===== src/rtl/core/pgw_pkg.sv =====
// shared types, widths and codes for the page table walker
`timescale 1ns / 1ps

package pgw_pkg;

	// fixed field widths
	localparam int VA_W    = 48;
	localparam int ENTRY_W = 64;
	localparam int DIR_W   = 36;
	localparam int RA_W    = 36;
	localparam int PA_W    = 52;
	localparam int SIZE_W  = 2;
	localparam int LVL_W   = 2;
	localparam int IDX_W   = 9;

	// default width of a table base inside an entry
	localparam int PHYS_TABLE_BITS_DEF = 36;

	// request operation codes
	localparam logic OP_TRANSLATE = 1'b0;
	localparam logic OP_RESPONSE  = 1'b1;

	// result kinds
	localparam logic KIND_READ = 1'b0;
	localparam logic KIND_DONE = 1'b1;

	// page size codes
	localparam logic [SIZE_W-1:0] PAGE_4K = 2'd0;
	localparam logic [SIZE_W-1:0] PAGE_2M = 2'd1;
	localparam logic [SIZE_W-1:0] PAGE_1G = 2'd2;

	// walk levels, top table first
	localparam logic [LVL_W-1:0] LVL_PML4 = 2'd0;
	localparam logic [LVL_W-1:0] LVL_PDPT = 2'd1;
	localparam logic [LVL_W-1:0] LVL_PD   = 2'd2;
	localparam logic [LVL_W-1:0] LVL_PT   = 2'd3;

	// entry flag positions
	localparam int PRESENT_BIT = 0;
	localparam int PS_BIT      = 7;

	// walk control state
	typedef struct packed {
		logic             busy;
		logic [LVL_W-1:0] level;
	} walk_state_t;

	// one result
	typedef struct packed {
		logic              result_kind;
		logic [RA_W-1:0]   read_address;
		logic [PA_W-1:0]   trans_addr;
		logic [SIZE_W-1:0] map_size;
		logic              fault;
	} rsp_t;

endpackage


===== src/rtl/core/pgw_if.sv =====
// handshake channels of the page table walker
`timescale 1ns / 1ps

// translate requests and memory read responses
interface pgw_req_if;
	logic                        valid;
	logic                        ready;
	logic                        operation;
	logic [pgw_pkg::VA_W-1:0]    virtual_address;
	logic [pgw_pkg::ENTRY_W-1:0] entry_data;
	logic                        read_error;

	modport source (output valid, operation, virtual_address, entry_data, read_error,
		input ready);
	modport sink (input valid, operation, virtual_address, entry_data, read_error,
		output ready);
endinterface

// read requests and finished walks
interface pgw_rsp_if;
	logic                       valid;
	logic                       ready;
	logic                       result_kind;
	logic [pgw_pkg::RA_W-1:0]   read_address;
	logic [pgw_pkg::PA_W-1:0]   trans_addr;
	logic [pgw_pkg::SIZE_W-1:0] map_size;
	logic                       fault;

	modport source (output valid, result_kind, read_address, trans_addr, map_size,
		fault, input ready);
	modport sink (input valid, result_kind, read_address, trans_addr, map_size,
		fault, output ready);
endinterface

// directory base register write
interface pgw_cfg_if;
	logic                      valid;
	logic                      ready;
	logic [pgw_pkg::DIR_W-1:0] data;

	modport source (output valid, data, input ready);
	modport sink (input valid, data, output ready);
endinterface


===== src/rtl/core/pgw_step.sv =====
// one walk step: result and next walk state for one request
`timescale 1ns / 1ps

module pgw_step #(
	parameter int PHYS_TABLE_BITS = pgw_pkg::PHYS_TABLE_BITS_DEF
) (
	input  logic                        operation,
	input  logic [pgw_pkg::VA_W-1:0]    virtual_address,
	input  logic [pgw_pkg::ENTRY_W-1:0] entry_data,
	input  logic                        read_error,
	input  pgw_pkg::walk_state_t        state,
	input  logic [pgw_pkg::VA_W-1:0]    saved_vaddr,
	input  logic [pgw_pkg::DIR_W-1:0]   dir_base,
	output pgw_pkg::walk_state_t        state_next,
	output logic                        load_vaddr,
	output pgw_pkg::rsp_t               rsp
);

	logic [pgw_pkg::ENTRY_W-1:0]  entry;
	logic [PHYS_TABLE_BITS-1:0]   dir_table;
	logic [PHYS_TABLE_BITS-1:0]   entry_table;
	logic [PHYS_TABLE_BITS-1:0]   base_sel;
	logic [PHYS_TABLE_BITS-1:0]   rd_sum;
	logic [pgw_pkg::PA_W-1:0]     dir_ext;
	logic [pgw_pkg::PA_W-1:0]     rd_ext;
	logic [pgw_pkg::IDX_W-1:0]    idx;
	logic [PHYS_TABLE_BITS-13:0]  frame_4k;
	logic                         issue;

	// failed read reads as an empty entry
	assign entry = read_error ? '0 : entry_data;

	// table bases: directory with low nibble cleared, or entry frame
	assign dir_ext     = pgw_pkg::PA_W'({dir_base[pgw_pkg::DIR_W-1:4], 4'b0000});
	assign dir_table   = dir_ext[PHYS_TABLE_BITS-1:0];
	assign frame_4k    = entry[PHYS_TABLE_BITS-1:12];
	assign entry_table = {frame_4k, 12'h000};

	// entry read address, wraps within the table address width
	assign base_sel = (operation == pgw_pkg::OP_TRANSLATE) ? dir_table : entry_table;
	assign rd_sum   = base_sel + PHYS_TABLE_BITS'({idx, 3'b000});
	assign rd_ext   = pgw_pkg::PA_W'(rd_sum);

	// index of the next table: new address for a translate, else saved one
	always_comb begin
		if (operation == pgw_pkg::OP_TRANSLATE) begin
			idx = virtual_address[47:39];
		end else begin
			case (state.level)
				pgw_pkg::LVL_PML4: idx = saved_vaddr[38:30];
				pgw_pkg::LVL_PDPT: idx = saved_vaddr[29:21];
				pgw_pkg::LVL_PD:   idx = saved_vaddr[20:12];
				default:           idx = saved_vaddr[20:12];
			endcase
		end
	end

	// walk decision
	always_comb begin
		state_next = state;
		load_vaddr = 1'b0;
		issue      = 1'b0;
		rsp        = '0;
		rsp.result_kind = pgw_pkg::KIND_DONE;

		if (operation == pgw_pkg::OP_TRANSLATE) begin
			load_vaddr       = 1'b1;
			issue            = 1'b1;
			state_next.busy  = 1'b1;
			state_next.level = pgw_pkg::LVL_PML4;
		end else if (!state.busy) begin
			rsp.fault = 1'b1;
		end else if (state.level == pgw_pkg::LVL_PT) begin
			// last level: only an all-zero frame faults
			if (frame_4k == '0) begin
				rsp.fault = 1'b1;
			end else begin
				rsp.trans_addr = pgw_pkg::PA_W'({frame_4k, saved_vaddr[11:0]});
				rsp.map_size   = pgw_pkg::PAGE_4K;
			end
		end else if (!entry[pgw_pkg::PRESENT_BIT]) begin
			rsp.fault = 1'b1;
		end else if (state.level == pgw_pkg::LVL_PDPT && entry[pgw_pkg::PS_BIT]) begin
			rsp.trans_addr = {entry[51:30], saved_vaddr[29:0]};
			rsp.map_size   = pgw_pkg::PAGE_1G;
		end else if (state.level == pgw_pkg::LVL_PD && entry[pgw_pkg::PS_BIT]) begin
			rsp.trans_addr =
				pgw_pkg::PA_W'({entry[PHYS_TABLE_BITS-1:21], saved_vaddr[20:0]});
			rsp.map_size   = pgw_pkg::PAGE_2M;
		end else begin
			issue            = 1'b1;
			state_next.level = state.level + 2'd1;
		end

		// read issue, otherwise the walk ends
		if (issue) begin
			rsp.result_kind  = pgw_pkg::KIND_READ;
			rsp.read_address = rd_ext[pgw_pkg::RA_W-1:0];
		end else begin
			state_next.busy  = 1'b0;
			state_next.level = pgw_pkg::LVL_PML4;
		end
	end

endmodule


===== src/rtl/core/four_level_page_table_walker.sv =====
// top level of the four-level page table walker
`timescale 1ns / 1ps

// Four-level page table walker. Each request on req (a translate or a memory
// read response) produces exactly one result on rsp: either the address of the
// next entry to read or a finished walk (page, size or fault). One request is
// taken every cycle while rsp is not stalled; a request is held in the input
// register and its result in the result register, which offers it on rsp. The
// rate is set by the walk state (level, busy, saved address), which one request
// updates in the cycle it leaves the input register, ready for the next
// request behind it. The directory base is written over cfg, which is always
// ready; the user must write it only while no walk is in flight, as the block
// does not enforce this. Table and 4 KB page frames are bits PHYS_TABLE_BITS-1..12.
module four_level_page_table_walker #(
	parameter int PHYS_TABLE_BITS = pgw_pkg::PHYS_TABLE_BITS_DEF
) (
	input logic      clk,
	input logic      arst_n,
	pgw_req_if.sink  req,
	pgw_rsp_if.source rsp,
	pgw_cfg_if.sink  cfg
);

	logic                        valid_s1;
	logic                        op_s1;
	logic [pgw_pkg::VA_W-1:0]    va_s1;
	logic [pgw_pkg::ENTRY_W-1:0] entry_s1;
	logic                        err_s1;

	logic                        valid_s2;
	pgw_pkg::rsp_t               rsp_s2;

	pgw_pkg::walk_state_t        state_q;
	pgw_pkg::walk_state_t        state_next;
	logic [pgw_pkg::VA_W-1:0]    saved_vaddr_q;
	logic [pgw_pkg::DIR_W-1:0]   dir_base_q;

	pgw_pkg::rsp_t               rsp_next;
	logic                        load_vaddr;
	logic                        advance;

	// stage one moves on whenever the result register is free or drains
	assign advance   = valid_s1 && (!valid_s2 || rsp.ready);
	assign req.ready = !valid_s1 || advance;
	assign cfg.ready = 1'b1;

	// input register
	always_ff @(posedge clk or negedge arst_n) begin
		if (!arst_n) begin
			valid_s1 <= 1'b0;
		end else if (req.ready) begin
			valid_s1 <= req.valid;
		end
	end

	always_ff @(posedge clk) begin
		if (req.valid && req.ready) begin
			op_s1    <= req.operation;
			va_s1    <= req.virtual_address;
			entry_s1 <= req.entry_data;
			err_s1   <= req.read_error;
		end
	end

	// walk step logic
	pgw_step #(
		.PHYS_TABLE_BITS (PHYS_TABLE_BITS)
	) u_step (
		.operation       (op_s1),
		.virtual_address (va_s1),
		.entry_data      (entry_s1),
		.read_error      (err_s1),
		.state           (state_q),
		.saved_vaddr     (saved_vaddr_q),
		.dir_base        (dir_base_q),
		.state_next      (state_next),
		.load_vaddr      (load_vaddr),
		.rsp             (rsp_next)
	);

	// walk state and directory base
	always_ff @(posedge clk or negedge arst_n) begin
		if (!arst_n) begin
			state_q       <= '0;
			saved_vaddr_q <= '0;
			dir_base_q    <= '0;
		end else begin
			if (advance) begin
				state_q <= state_next;
				if (load_vaddr) begin
					saved_vaddr_q <= va_s1;
				end
			end
			if (cfg.valid && cfg.ready) begin
				dir_base_q <= cfg.data;
			end
		end
	end

	// result register
	always_ff @(posedge clk or negedge arst_n) begin
		if (!arst_n) begin
			valid_s2 <= 1'b0;
		end else if (advance) begin
			valid_s2 <= 1'b1;
		end else if (rsp.ready) begin
			valid_s2 <= 1'b0;
		end
	end

	always_ff @(posedge clk) begin
		if (advance) begin
			rsp_s2 <= rsp_next;
		end
	end

	// result outputs
	assign rsp.valid        = valid_s2;
	assign rsp.result_kind  = rsp_s2.result_kind;
	assign rsp.read_address = rsp_s2.read_address;
	assign rsp.trans_addr   = rsp_s2.trans_addr;
	assign rsp.map_size     = rsp_s2.map_size;
	assign rsp.fault        = rsp_s2.fault;

`ifndef SYNTHESIS
	// a translate leaves the walk busy at the top level
	a_translate_starts: assert property (@(posedge clk) disable iff (!arst_n)
		advance && op_s1 == pgw_pkg::OP_TRANSLATE
		|=> state_q.busy && state_q.level == pgw_pkg::LVL_PML4)
		else $error("translate did not start a walk");

	// a finished walk leaves the walker idle
	a_done_idles: assert property (@(posedge clk) disable iff (!arst_n)
		advance && rsp_next.result_kind == pgw_pkg::KIND_DONE |=> !state_q.busy)
		else $error("walker still busy after finish");

	// a read issue never reports a fault or a page
	a_read_clean: assert property (@(posedge clk) disable iff (!arst_n)
		valid_s2 && rsp_s2.result_kind == pgw_pkg::KIND_READ
		|-> !rsp_s2.fault && rsp_s2.trans_addr == '0)
		else $error("read issue carries finish fields");

	// a fault carries no translation
	a_fault_clean: assert property (@(posedge clk) disable iff (!arst_n)
		valid_s2 && rsp_s2.fault
		|-> rsp_s2.trans_addr == '0 && rsp_s2.map_size == pgw_pkg::PAGE_4K
		&& rsp_s2.read_address == '0)
		else $error("fault carries translation fields");

	// page size code stays in range
	a_size_range: assert property (@(posedge clk) disable iff (!arst_n)
		valid_s2 |-> rsp_s2.map_size != 2'd3)
		else $error("page size code out of range");
`endif

endmodule


===== src/flat_wrapper.sv =====
// flat-port wrapper written by rule: the top's interface ports become plain ports
module four_level_page_table_walker_flat 
#(
	parameter int PHYS_TABLE_BITS = pgw_pkg::PHYS_TABLE_BITS_DEF
)
  (clk, arst_n, req_valid, req_operation, req_virtual_address, req_entry_data, req_read_error, req_ready, rsp_valid, rsp_result_kind, rsp_read_address, rsp_trans_addr, rsp_map_size, rsp_fault, rsp_ready, cfg_valid, cfg_data, cfg_ready);
  pgw_req_if req_i ();
  pgw_rsp_if rsp_i ();
  pgw_cfg_if cfg_i ();
  input logic clk;
  input logic arst_n;
  input wire logic [$bits(req_i.valid)-1:0] req_valid;
  input wire logic [$bits(req_i.operation)-1:0] req_operation;
  input wire logic [$bits(req_i.virtual_address)-1:0] req_virtual_address;
  input wire logic [$bits(req_i.entry_data)-1:0] req_entry_data;
  input wire logic [$bits(req_i.read_error)-1:0] req_read_error;
  output wire logic [$bits(req_i.ready)-1:0] req_ready;
  output wire logic [$bits(rsp_i.valid)-1:0] rsp_valid;
  output wire logic [$bits(rsp_i.result_kind)-1:0] rsp_result_kind;
  output wire logic [$bits(rsp_i.read_address)-1:0] rsp_read_address;
  output wire logic [$bits(rsp_i.trans_addr)-1:0] rsp_trans_addr;
  output wire logic [$bits(rsp_i.map_size)-1:0] rsp_map_size;
  output wire logic [$bits(rsp_i.fault)-1:0] rsp_fault;
  input wire logic [$bits(rsp_i.ready)-1:0] rsp_ready;
  input wire logic [$bits(cfg_i.valid)-1:0] cfg_valid;
  input wire logic [$bits(cfg_i.data)-1:0] cfg_data;
  output wire logic [$bits(cfg_i.ready)-1:0] cfg_ready;
  assign req_i.valid = req_valid;
  assign req_i.operation = req_operation;
  assign req_i.virtual_address = req_virtual_address;
  assign req_i.entry_data = req_entry_data;
  assign req_i.read_error = req_read_error;
  assign req_ready = req_i.ready;
  assign rsp_valid = rsp_i.valid;
  assign rsp_result_kind = rsp_i.result_kind;
  assign rsp_read_address = rsp_i.read_address;
  assign rsp_trans_addr = rsp_i.trans_addr;
  assign rsp_map_size = rsp_i.map_size;
  assign rsp_fault = rsp_i.fault;
  assign rsp_i.ready = rsp_ready;
  assign cfg_i.valid = cfg_valid;
  assign cfg_i.data = cfg_data;
  assign cfg_ready = cfg_i.ready;
  four_level_page_table_walker #(.PHYS_TABLE_BITS(PHYS_TABLE_BITS)) u_core (.clk(clk), .arst_n(arst_n), .req(req_i), .rsp(rsp_i), .cfg(cfg_i));
endmodule

===== config.mk =====
export PLATFORM = sky130hd
export DESIGN_NAME = four_level_page_table_walker_flat
export DESIGN_NICKNAME = d
export VERILOG_FILES = /design/src/rtl/core/pgw_pkg.sv /design/src/rtl/core/pgw_if.sv /design/src/rtl/core/pgw_step.sv /design/src/rtl/core/four_level_page_table_walker.sv /design/src/flat_wrapper.sv
export SDC_FILE = /design/constraint.sdc
export NUM_CORES = 1
export LEC_CHECK = 0
export BUFFER_PORTS_ARGS = -buffer_cell sky130_fd_sc_hd__buf_4
export CORE_MARGIN = 4
export CORE_UTILIZATION = 55
export CTS_CLUSTER_SIZE = 14
export DETAILED_ROUTE_END_ITERATION = 8
export GPL_ROUTABILITY_DRIVEN = 0
export PLACE_DENSITY = 0.83
export SLEW_MARGIN = 10
export SYNTH_ARGS = -nofsm -noshare
export SYNTH_HDL_FRONTEND = slang
export SYNTH_HIERARCHICAL = 1
export SYNTH_SLANG_ARGS = --single-unit

===== constraint.sdc =====
create_clock -name clk -period 4.21 [get_ports clk]
set_input_delay 0.842 -clock clk [delete_from_list [all_inputs] [get_ports clk]]
set_output_delay 0.842 -clock clk [all_outputs]
set_load 0.03 [all_outputs]

[Yosys cells after proc, flatten, opt, wreduce, memory -nomap -nowiden]
Index checks and enable logic that the tools add are counted.
Word-level totals
  register bits after elaboration: 274
  input port bits: 155
  output and inout port bits: 95
  word-level logic and storage cells: 71
Operators by class
  add/subtract/negate cells: 2
  equal/unequal tests: 9
  multiplexer cells: 29
  bitwise operators: 1
  reduce and logical (&&, ||, !) cells: 15
Operator list (number)
  two-way mux 54 bit: 2
  two-way mux 38 bit: 2
  two-way mux 55 bit: 1
  two-way mux 52 bit: 1
  two-way mux 37 bit: 1
  adder 36 x 12 -> 36 bit: 1
  two-way mux 36 bit: 1
  zero test 24 bit: 1
  one-hot mux 9 bit (2 select lines): 1
  != test 3 bit, second input constant: 5
  two-way mux 1 bit: 12
  two-way mux 2 bit: 6
  two-way mux 9 bit: 1
  AND reduction 2 bit: 3
  AND reduction 6 bit: 1
  equality test 2 bit, second input constant: 2
  logical AND 1 bit: 4
  two-way mux 3 bit: 1
  adder 2 x 1 -> 2 bit, second input constant: 1
  equality test 2 x 1 -> 1 bit, second input constant: 1
  zero test 1 bit: 2
  zero test 2 bit: 1
  logical OR 1 bit: 2
  != test 2 bit, second input constant: 1
  2 further kinds: 2

[Logic depth before layout (Yosys ltp)]
Gate-level depths: netlist (run 1).
  word-level depth: 10
  depth in mapped cells: 15
  depth with buffers taken out: 12

[Hierarchy]
Netlist (run 1), hierarchy kept.
Modules (own cells, without submodules)
  four_level_page_table_walker: instances 1, cells an instance 401, area each 9601.7 sq um, seq. area each 8413.1 sq um
  pgw_step: instances 1, cells an instance 411, area each 2640.0 sq um, seq. area each 0.0 sq um

[Worst setup path before layout (run 1)]
No wires, ideal clock.
  path type: input to register
  from: input port rsp_ready
  to: register u_core/entry_s1[0] in the netlist's numbering (enable)
  setup time: 0.486 ns
  arrival: 3.849 ns
  required time: 3.724 ns
  path slack: -0.124 ns
  stages on the path: 2
  path buffers: 0
  path through: nand3b_1 > and2_1
Between the ends
  cells in the longest elaborated chain, start to end: 4
Ends and longest elaborated chain
  from (decl): line flat_wrapper.sv:24  | input wire logic [$bits(rsp_i.ready)-1:0] rsp_ready;
  logical OR 1 bit: line four_level_page_table_walker.sv:43  | assign advance = valid_s1 && (!valid_s2 || rsp.ready);
  logical AND 1 bit: line four_level_page_table_walker.sv:43
  logical OR 1 bit: line four_level_page_table_walker.sv:44  | assign req.ready = !valid_s1 || advance;
  logical AND 1 bit: line four_level_page_table_walker.sv:57  | if (req.valid && req.ready) begin
  to (signal assigned): line four_level_page_table_walker.sv:60  | entry_s1 <= req.entry_data;
  to (decl): line four_level_page_table_walker.sv:27  | logic [pgw_pkg::ENTRY_W-1:0] entry_s1;
No other way between the ends.
A chain may end at the register's enable or synchronous reset.

[Final worst setup path (run 1)]
  from: register u_core/state_q[1] in the netlist's numbering
  to: register u_core.rsp_s2 (netlist bit u_core/rsp.read_address[27]), data pin
Between the ends
  cells in the longest elaborated chain, start to end: 8
  elaborated cells on any way between the ends: 15
  those cells by class: add/sub (1); eq/ne (3); mux (8); reduce/logical (3)
Ends and longest elaborated chain
  from (decl): line four_level_page_table_walker.sv:33  | pgw_pkg::walk_state_t state_q;
  from (signal assigned): line four_level_page_table_walker.sv:89  | state_q <= state_next;
  parallel branches: the longest is 8 deep, another holds adder 36 x 12 -> 36 bit
  to (signal assigned): line four_level_page_table_walker.sv:113  | rsp_s2 <= rsp_next;
  to (decl): line four_level_page_table_walker.sv:31  | pgw_pkg::rsp_t rsp_s2;
Several ways; the timed one is not identified.

==> impl_metrics.ini, run 1 <==
[critical_path]
startpoint_type = flop
reg2reg_slack_ns = 0.41
crit_required_ns = 4.60
slowest_delay_ns = 0.50
path_cells = inv_1 -> ha_1 -> buf_4 -> a22oi_1 -> a31oi_1 -> ha_1 -> o21ai_0 -> o21bai_1 -> nand4_1 -> buf_4 -> or4_1 -> nand2_1
crit_slowest_cell = or4_1
r2r_end = u_core/rsp.read_address[27]$_DFFE_PP_
cp_max_fo = 12
cp.arrival_ns = 4.19
reg2reg_from = u_core/state_q[1]$_DFFE_PN0P_
rr_worst_depth = 12
criticalPathCategory = flop to flop
end_kind = flop

[clock_network]
cts_tree = done
cts_resized = 0
worstSkewPairLatency_ns = 0.53
ctsRootBufferMaster = clkbuf_16
clock_sinks = 260
post-cts-setup-buffer-count = 0
h-tree-depth = 1
cts_made_buffers = 28
path_clk_slew_ns = 0.06
cts_buffer_depth = 3
holdBufCountCts = 0

[route]
drtPass1Iterations = 6
vias = 7315
drc = 0
drt_wl_total_um = 26500
wl_per_cell_um = 20.6
viasPerCell = 5.69
ant_nets = 0
drt_iter0_drc = 581

[die]
dieArea_mm2 = 0.0225
coreArea_mm2 = 0.0197
io_pins = 250
initial_core_util_pct = 56.4
die_w_um = 150
fp.dieH_um = 150
fp-row-count = 51

[synth]
yosysWarnings = 6
netlist_area_mm2 = 0.0111
synth_cells = 764
syn_avg_cell_area_um2 = 14.5

[final_layout]
drive_gt1_share_pct = 36.4
diodes = 0
nets = 1166
layoutNonFillerInstCount = 1285
syn_to_final_growth_pct = 26.2
fillerInstances = 1369
utilization_pct = 71.1

[global_route]
antenna_found_initial = 0
grt_use_met2_pct = 39.6
grt_usage_pct = 23.3
grt_use_met1_pct = 30.5
grtUsageMet3_pct = 3.82
grt_pass1_wl_um = 40200
grt.overflow.total = 0
busiest_layer = met2
grt_pass1_vias = 7204
grt_max_degree = 93

[sta]
fin_crit_sh_pct = 90.3
worst_pin_slew_ns = 1.18
relSlewSlack_pct = 21.4
finalSetupViolations = 0
hold_violations = 0
min_period_ns = 3.80
rsz0062_at_grt = false
holdWs_ns = 0.458
fin_skew_ns = 0.0146
tns_ns = 0
slew_violations = 0
max_freq_mhz = 263

[run]
cap_violations = 0

[power_and_ir_drop]
power_uw = 6670
ir_worst_vdd_v = 0.000370
leakage_uw = 0.00557
pwr_density_cell_mw_per_mm2 = 477

[min_path]
hold_class = primary input to asynchronous set/reset pin

[run_status]
outcome = completed

[placed_design]
dp.cells = 1233
portBuffers = 222
dp_hpwl_um = 18600
==> report_power, final <==
part	internal [uW]	switching (uW)	total [uW]
registers	3040	166	3200
logic	433	561	993
clock network	1520	957	2470
==> cell type report <==
class	count	area [um^2]	share of cell area [%]
flip-flops and latches	260	7430	53.1
multi-input cells	459	3430	24.5
repair buffers	238	1790	12.8
clock buffers	32	747	5.34
well taps	265	332	2.37
clock inverters	20	213	1.52
inverters	11	43.8	0.313
==> worst max-delay path by stage <==
stage	start	end	slack [ns]	cells after the start
2_1_floorplan	rsp_ready	u_core/entry_s1[0]$_DFFE_PP_	0.39	2
6_report	u_core/state_q[1]$_DFFE_PN0P_	u_core/rsp.read_address[27]$_DFFE_PP_	0.41	12
3_3_place_gp	u_core/state_q[1]$_DFFE_PN0P_	u_core/rsp.read_address[29]$_DFFE_PP_	0.65	12
4_1_cts	u_core/state_q[1]$_DFFE_PN0P_	u_core/rsp.read_address[27]$_DFFE_PP_	0.51	13
3_5_place_dp	u_core/state_q[1]$_DFFE_PN0P_	u_core/rsp.read_address[33]$_DFFE_PP_	0.60	11
5_1_grt	u_core/state_q[1]$_DFFE_PN0P_	u_core/rsp.read_address[33]$_DFFE_PP_	0.25	12
==> state kept, by name, summed over array words and instances, names as in the netlist <==
signal,cells
u_core/dir_base_q,32
u_core/entry_s1,42
u_core/err_s1,1
u_core/op_s1,1
u_core/rsp.fault,1
u_core/rsp.map_size,2
u_core/rsp.read_address,36
u_core/rsp.result_kind,1
u_core/rsp.trans_addr,52
u_core/rsp.valid,1
u_core/saved_vaddr_q,39
u_core/state_q,3
u_core/va_s1,48
u_core/valid_s1,1
==> cells in the final DEF (no fill, tap or decap), types with 4 or more instances in the layout <==
master / instances
a22o_1: 7
a32oi_1: 9
o211ai_1: 7
o21ai_0: 9
buf_4: 238
dfrtp_1: 76
xnor2_1: 13
conb_1: 4
nor2b_1: 31
nand4_1: 6
clkinv_1: 7
nand4b_1: 8
a21o_1: 10
edfxtp_1: 184
nor2_1: 40
nand3_1: 5
a32o_1: 11
nor4_1: 8
nand2_1: 39
a31oi_1: 14
nor3_1: 11
mux2_2: 64
nand3b_1: 10
or4_1: 6
clkinv_2: 7
inv_1: 8
bufinv_16: 4
clkbuf_16: 29
ha_1: 12
nand2b_1: 6
a22oi_1: 16
and2_1: 39
mux2i_1: 4
a21oi_1: 16
mux2_4: 12
==> stage by stage <==
stage	worst slack (ns)	area (um^2)
3_5_place_dp	0.603	13000
6_report	0.410	14000
4_1_cts	0.510	14000
2_1_floorplan	0.393	11100
5_1_grt	0.255	14000
3_3_place_gp	0.651	13000
==> critical path, delay by kind of cell, from the launching register on <==
family                     cells  cell delay (ns)
AOI/OAI and AO/OA              4             1.06
adders and majority gates      2             0.78
buffers and inverters          3             0.58
DFF                            1             0.40
and+or+nand+nor                3             0.84
==> metal layers <==
metal  vias to the layer above  routed length [um]  share of wire (%)
li1                       3368                   -                  -
met1                      3526                9960                 38
met2                       356               13400                 51
met3                        65                2190                8.3
met4                         0                 942                3.6
met5                         -                   0                  0
(Power assumes the default switching activity.)
==> inputs of run 2 (changes only) <==
Settings changed: CORE_MARGIN 4 to default.
==> impl_metrics.ini, run 2 (synthesis gave the netlist of run 1 again) <==
[sta]
max_freq_mhz = 246
worst_pin_slew_ns = 1.18
fin_skew_ns = 0.0202
slew_violations = 0
hold_violations = 0
min_period_ns = 4.06
finalSetupViolations = 0
holdWs_ns = 0.398
rsz0062_at_grt = false
relSlewSlack_pct = 21.1
fin_crit_sh_pct = 96.4
tns_ns = 0

[route]
wl_per_cell_um = 20.2
drt_iter0_drc = 530
drc = 0
drt_wl_total_um = 25900
ant_nets = 0
drtPass1Iterations = 5
viasPerCell = 5.73
vias = 7354

[clock_network]
post-cts-setup-buffer-count = 0
ctsRootBufferMaster = clkbuf_16
worstSkewPairLatency_ns = 0.53
h-tree-depth = 1
cts_made_buffers = 27
cts_buffer_depth = 3
cts_resized = 0
clock_sinks = 260
holdBufCountCts = 0
path_clk_slew_ns = 0.06
cts_tree = done

[power_and_ir_drop]
p_comb_share_pct = 14.9
sw_frac_of_total_pct = 25.0
internal_power_uw = 4950
ir_worst_vdd_v = 0.000371
clockPowerShare_pct = 36.4
switchingPower_uw = 1650
leakage_uw = 0.00555
seqPwrFrac_pct = 48.6
pwr_density_cell_mw_per_mm2 = 474

[critical_path]
startpoint = u_core/state_q[0]$_DFFE_PN0P_
cp_max_fo = 9
criticalPathCategory = flop to flop
crit_required_ns = 4.48
cp.arrival_ns = 4.33
startpoint_type = flop
end_kind = flop
reg2reg_from = u_core/state_q[0]$_DFFE_PN0P_

[final_layout]
nets = 1165
final_cell_mix = 238 x buf_4, 184 x edfxtp_1, 76 x dfrtp_1, 64 x mux2_2, 40 x nor2_1
seq_area_mm2 = 0.00743
diodes = 0
syn_to_final_growth_pct = 25.7
drive_gt1_share_pct = 35.9
largest_reg_flops = 52
final_common_cell = buf_4
fillerInstances = 1331
multi_input_area_mm2 = 0.00343

[min_path]
hold_class = primary input to asynchronous set/reset pin

[placed_design]
dp_hpwl_um = 18300
portBuffers = 222

[die]
fp.dieH_um = 144
io_pins = 250
die_w_um = 144
coreArea_mm2 = 0.0196
initial_core_util_pct = 56.6
dieArea_mm2 = 0.0207
fp-row-count = 51

[run_status]
outcome = completed

[global_route]
grt_usage_pct = 25.3
grt_pass1_vias = 7047
grt.overflow.total = 0
antenna_found_initial = 0
grt_pass1_wl_um = 38800
grt_max_degree = 93

[run]
cap_violations = 0
==> run 2: cell types whose count changed in the layout (fill, tap and decap cells not counted), sizes merged <==
| cell | change |
|---|---|
| inv | +1 |
| bufinv | +1 |
| clkinvlp | -3 |
| clkinv | -2 |
| clkbuf | +1 |
==> run 2: layout make-up <==
class,count,area share [%]
Clock buffer,33,5.01
Clock inverter,17,1.49
Inverter,11,0.314
Multi-Input combinational cell,459,24.6
Sequential cell,260,53.3
Tap cell,265,2.38
Timing Repair Buffer,238,12.8
==> run 2: path summary, 6_finish.rpt <==
check                                                   endpoint  slack [ns]  depth (start not counted)
max in group asynchronous          u_core/state_q[2]$_DFFE_PN0P_        2.98                          2
min in group clk            u_core/saved_vaddr_q[30]$_DFFE_PN0P_        0.47                          1
setup / recovery           u_core/rsp.read_address[35]$_DFFE_PP_        0.15                         11
setup reg to reg           u_core/rsp.read_address[35]$_DFFE_PP_        0.15                         11
hold reg to reg             u_core/saved_vaddr_q[30]$_DFFE_PN0P_        0.47                          1
hold / removal                 u_core/dir_base_q[16]$_DFFE_PN0P_        0.40                          1
==> run 2: per-stage QoR <==
step / cell area (um^2) / power, uW / setup slack [ns] / cells / util (%)
floorplan: 11100 / 3820 / 0.393 / 766 / -
global route: 13900 / 6830 / 0.00501 / 1283 / 71.1
detailed placement: 13000 / 4230 / 0.347 / 1233 / 66.5
CTS: 13900 / 6640 / 0.326 / 1283 / 71.1
global placement: 13000 / 4200 / 0.519 / 1233 / 66.5
finish: 13900 / 6600 / 0.150 / 1283 / 71.1
==> run 2: power by group through the flow <==
stage               Sequential, uW  Clock, uW  Combinational (uW)
global placement              3240          0                 953
global route                  3230       2540                1050
finish                        3210       2410                 987
detailed placement            3250          0                 978
floorplan                     3340          0                 485
CTS                           3210       2450                 983
==> run 2: layer usage <==
layer	vias up	track usage [%]	share of wire, %
met3	67	4.27	6.9
met1	3564	32.8	39
met4	0	9.52	3.5
met5	-	0	0
li1	3368	-	-
met2	355	42.7	50
==> run 2: worst max-delay path, stage by stage (launching register included) <==
cell	delay [ns]
dfrtp_1	0.41
inv_1	0.09
ha_1	0.22
nor2_1	0.47
nand2_1	0.11
a31oi_1	0.37
ha_1	0.24
a211oi_1	0.11
o211ai_1	0.55
nand4_1	0.43
nor4_1	0.39
mux2_2	0.39
==> inputs of run 3 (changes only) <==
Settings changed: CORE_UTILIZATION 55 to 57, CTS_BUF_LIST from default to sky130_fd_sc_hd__clkbuf_4 sky130_fd_sc_hd__clkbuf_8, PLACE_DENSITY 0.83 to 0.85.
==> impl_metrics.ini, run 3 (synthesis gave the netlist of run 1 again) <==
[global_route]
grt_pass1_wl_um = 38900
grt.overflow.total = 0
antenna_found_initial = 0
grt_max_degree = 93
grt_usage_pct = 26.1
grt_pass1_vias = 7181

[final_layout]
nets = 1180
syn_to_final_growth_pct = 25.8
final_cell_mix = 237 x buf_4, 184 x edfxtp_1, 76 x dfrtp_1, 64 x mux2_2, 53 x clkbuf_8
diodes = 0
final_common_cell = buf_4
drive_gt1_share_pct = 38.5
stdcell_area_mm2 = 0.0139
layoutNonFillerInstCount = 1306
largest_reg_flops = 52
fillerInstances = 1236

[die]
fp-row-count = 50
coreArea_mm2 = 0.0189
die_w_um = 141
dieArea_mm2 = 0.0200
initial_core_util_pct = 58.6
fp.dieH_um = 141
io_pins = 250

[clock_network]
cts_resized = 0
ctsRootBufferMaster = clkbuf_8
cts_tree = done
post-cts-setup-buffer-count = 0
cts_made_buffers = 42
holdBufCountCts = 0
h-tree-depth = 2
cts_buffer_depth = 3
path_clk_slew_ns = 0.06
clock_sinks = 260
worstSkewPairLatency_ns = 0.55

[run]
cap_violations = 0

[route]
wl_per_cell_um = 19.8
drt_iter0_drc = 672
vias = 7344
viasPerCell = 5.62
ant_nets = 0
drc = 0
drtPass1Iterations = 5
drt_wl_total_um = 25900

[sta]
slew_violations = 0
max_freq_mhz = 260
rsz0062_at_grt = false
fin_skew_ns = 0.0212
finalSetupViolations = 0
hold_violations = 0
tns_ns = 0
worst_pin_slew_ns = 1.19
holdWs_ns = 0.331
min_period_ns = 3.85
relSlewSlack_pct = 20.9
fin_crit_sh_pct = 91.4

[placed_design]
dp_hpwl_um = 18100
portBuffers = 222
dp.cells = 1228
placed_cell_area_mm2 = 0.0130

[run_status]
outcome = completed

[critical_path]
cp.arrival_ns = 4.14
end_kind = flop
criticalPathCategory = flop to flop
rr_worst_depth = 11
crit_required_ns = 4.50
r2r_end = u_core/rsp.read_address[35]$_DFFE_PP_
startpoint_type = flop
reg2reg_from = u_core/state_q[0]$_DFFE_PN0P_
reg2reg_slack_ns = 0.36
cp_max_fo = 9

[min_path]
hold_class = primary input to asynchronous set/reset pin

[power_and_ir_drop]
leakage_uw = 0.00560
ir_worst_vdd_v = 0.000365
pwr_density_cell_mw_per_mm2 = 462
run 3: cell types whose count changed in the layout (fill, tap and decap cells not counted), moves of 2 or more:
cell and delta:
bufinv_16 -5, clkbuf_1 -6, clkbuf_16 -27, clkbuf_4 +18, clkbuf_8 +53, clkinv_1 -4
clkinv_2 -2
run 3: stage by stage:
step	setup WS (ns)	power, uW	utilization, %
after global placement	0.611	4190	68.9
after floorplan	0.393	3820	-
final	0.360	6440	73.7
after CTS	0.475	6490	73.7
after detailed placement	0.496	4230	68.9
after global routing	0.197	6690	73.7
run 3: routing by layer:
| metal | wire [um] | vias up | part of all wire [%] | GRT usage, % |
|---|---|---|---|---|
| met3 | 1780 | 69 | 6.9 | 5.03 |
| met5 | 0 | - | 0 | 0 |
| met1 | 10100 | 3506 | 39 | 33.1 |
| met2 | 13200 | 373 | 51 | 44.4 |
| li1 | - | 3396 | - | - |
| met4 | 819 | 0 | 3.2 | 10.9 |
run 3: cell type report:
| cell class | count | area [um^2] | area share, % |
|---|---|---|---|
| well taps | 260 | 325 | 2.33 |
| clock inverters | 7 | 42.5 | 0.305 |
| multi-input cells | 459 | 3430 | 24.6 |
| flip-flops and latches | 260 | 7430 | 53.3 |
| clock buffers | 71 | 865 | 6.21 |
| repair buffers | 238 | 1800 | 12.9 |
| inverters | 11 | 43.8 | 0.314 |
run 3: how the worst max path moves through the flow:
stage,startpoint,endpoint,depth (start not counted)
detailed placement,u_core/state_q[0]$_DFFE_PN0P_,u_core/rsp.read_address[35]$_DFFE_PP_,11
finish,u_core/state_q[0]$_DFFE_PN0P_,u_core/rsp.read_address[35]$_DFFE_PP_,11
global route,u_core/state_q[0]$_DFFE_PN0P_,u_core/rsp.read_address[33]$_DFFE_PP_,11
global placement,u_core/state_q[0]$_DFFE_PN0P_,u_core/rsp.read_address[35]$_DFFE_PP_,11
CTS,u_core/state_q[0]$_DFFE_PN0P_,u_core/rsp.read_address[35]$_DFFE_PP_,11
floorplan,rsp_ready,u_core/entry_s1[0]$_DFFE_PP_,2
run 3: where the power goes:
part / total (uW) / internal, uW / switching (uW)
clock network: 2250 / 1300 / 949
logic: 987 / 434 / 553
registers: 3210 / 3040 / 170
total: 6440 / 4770 / 1670
run 3: critical path, stage by stage (launching register included):
cell	delay, ns
dfrtp_1	0.42
inv_1	0.09
ha_1	0.23
nor2_1	0.50
nand2_1	0.12
a31oi_1	0.37
ha_1	0.24
a211oi_1	0.07
o211ai_1	0.52
nand4_1	0.38
nor4_1	0.29
mux2_2	0.37
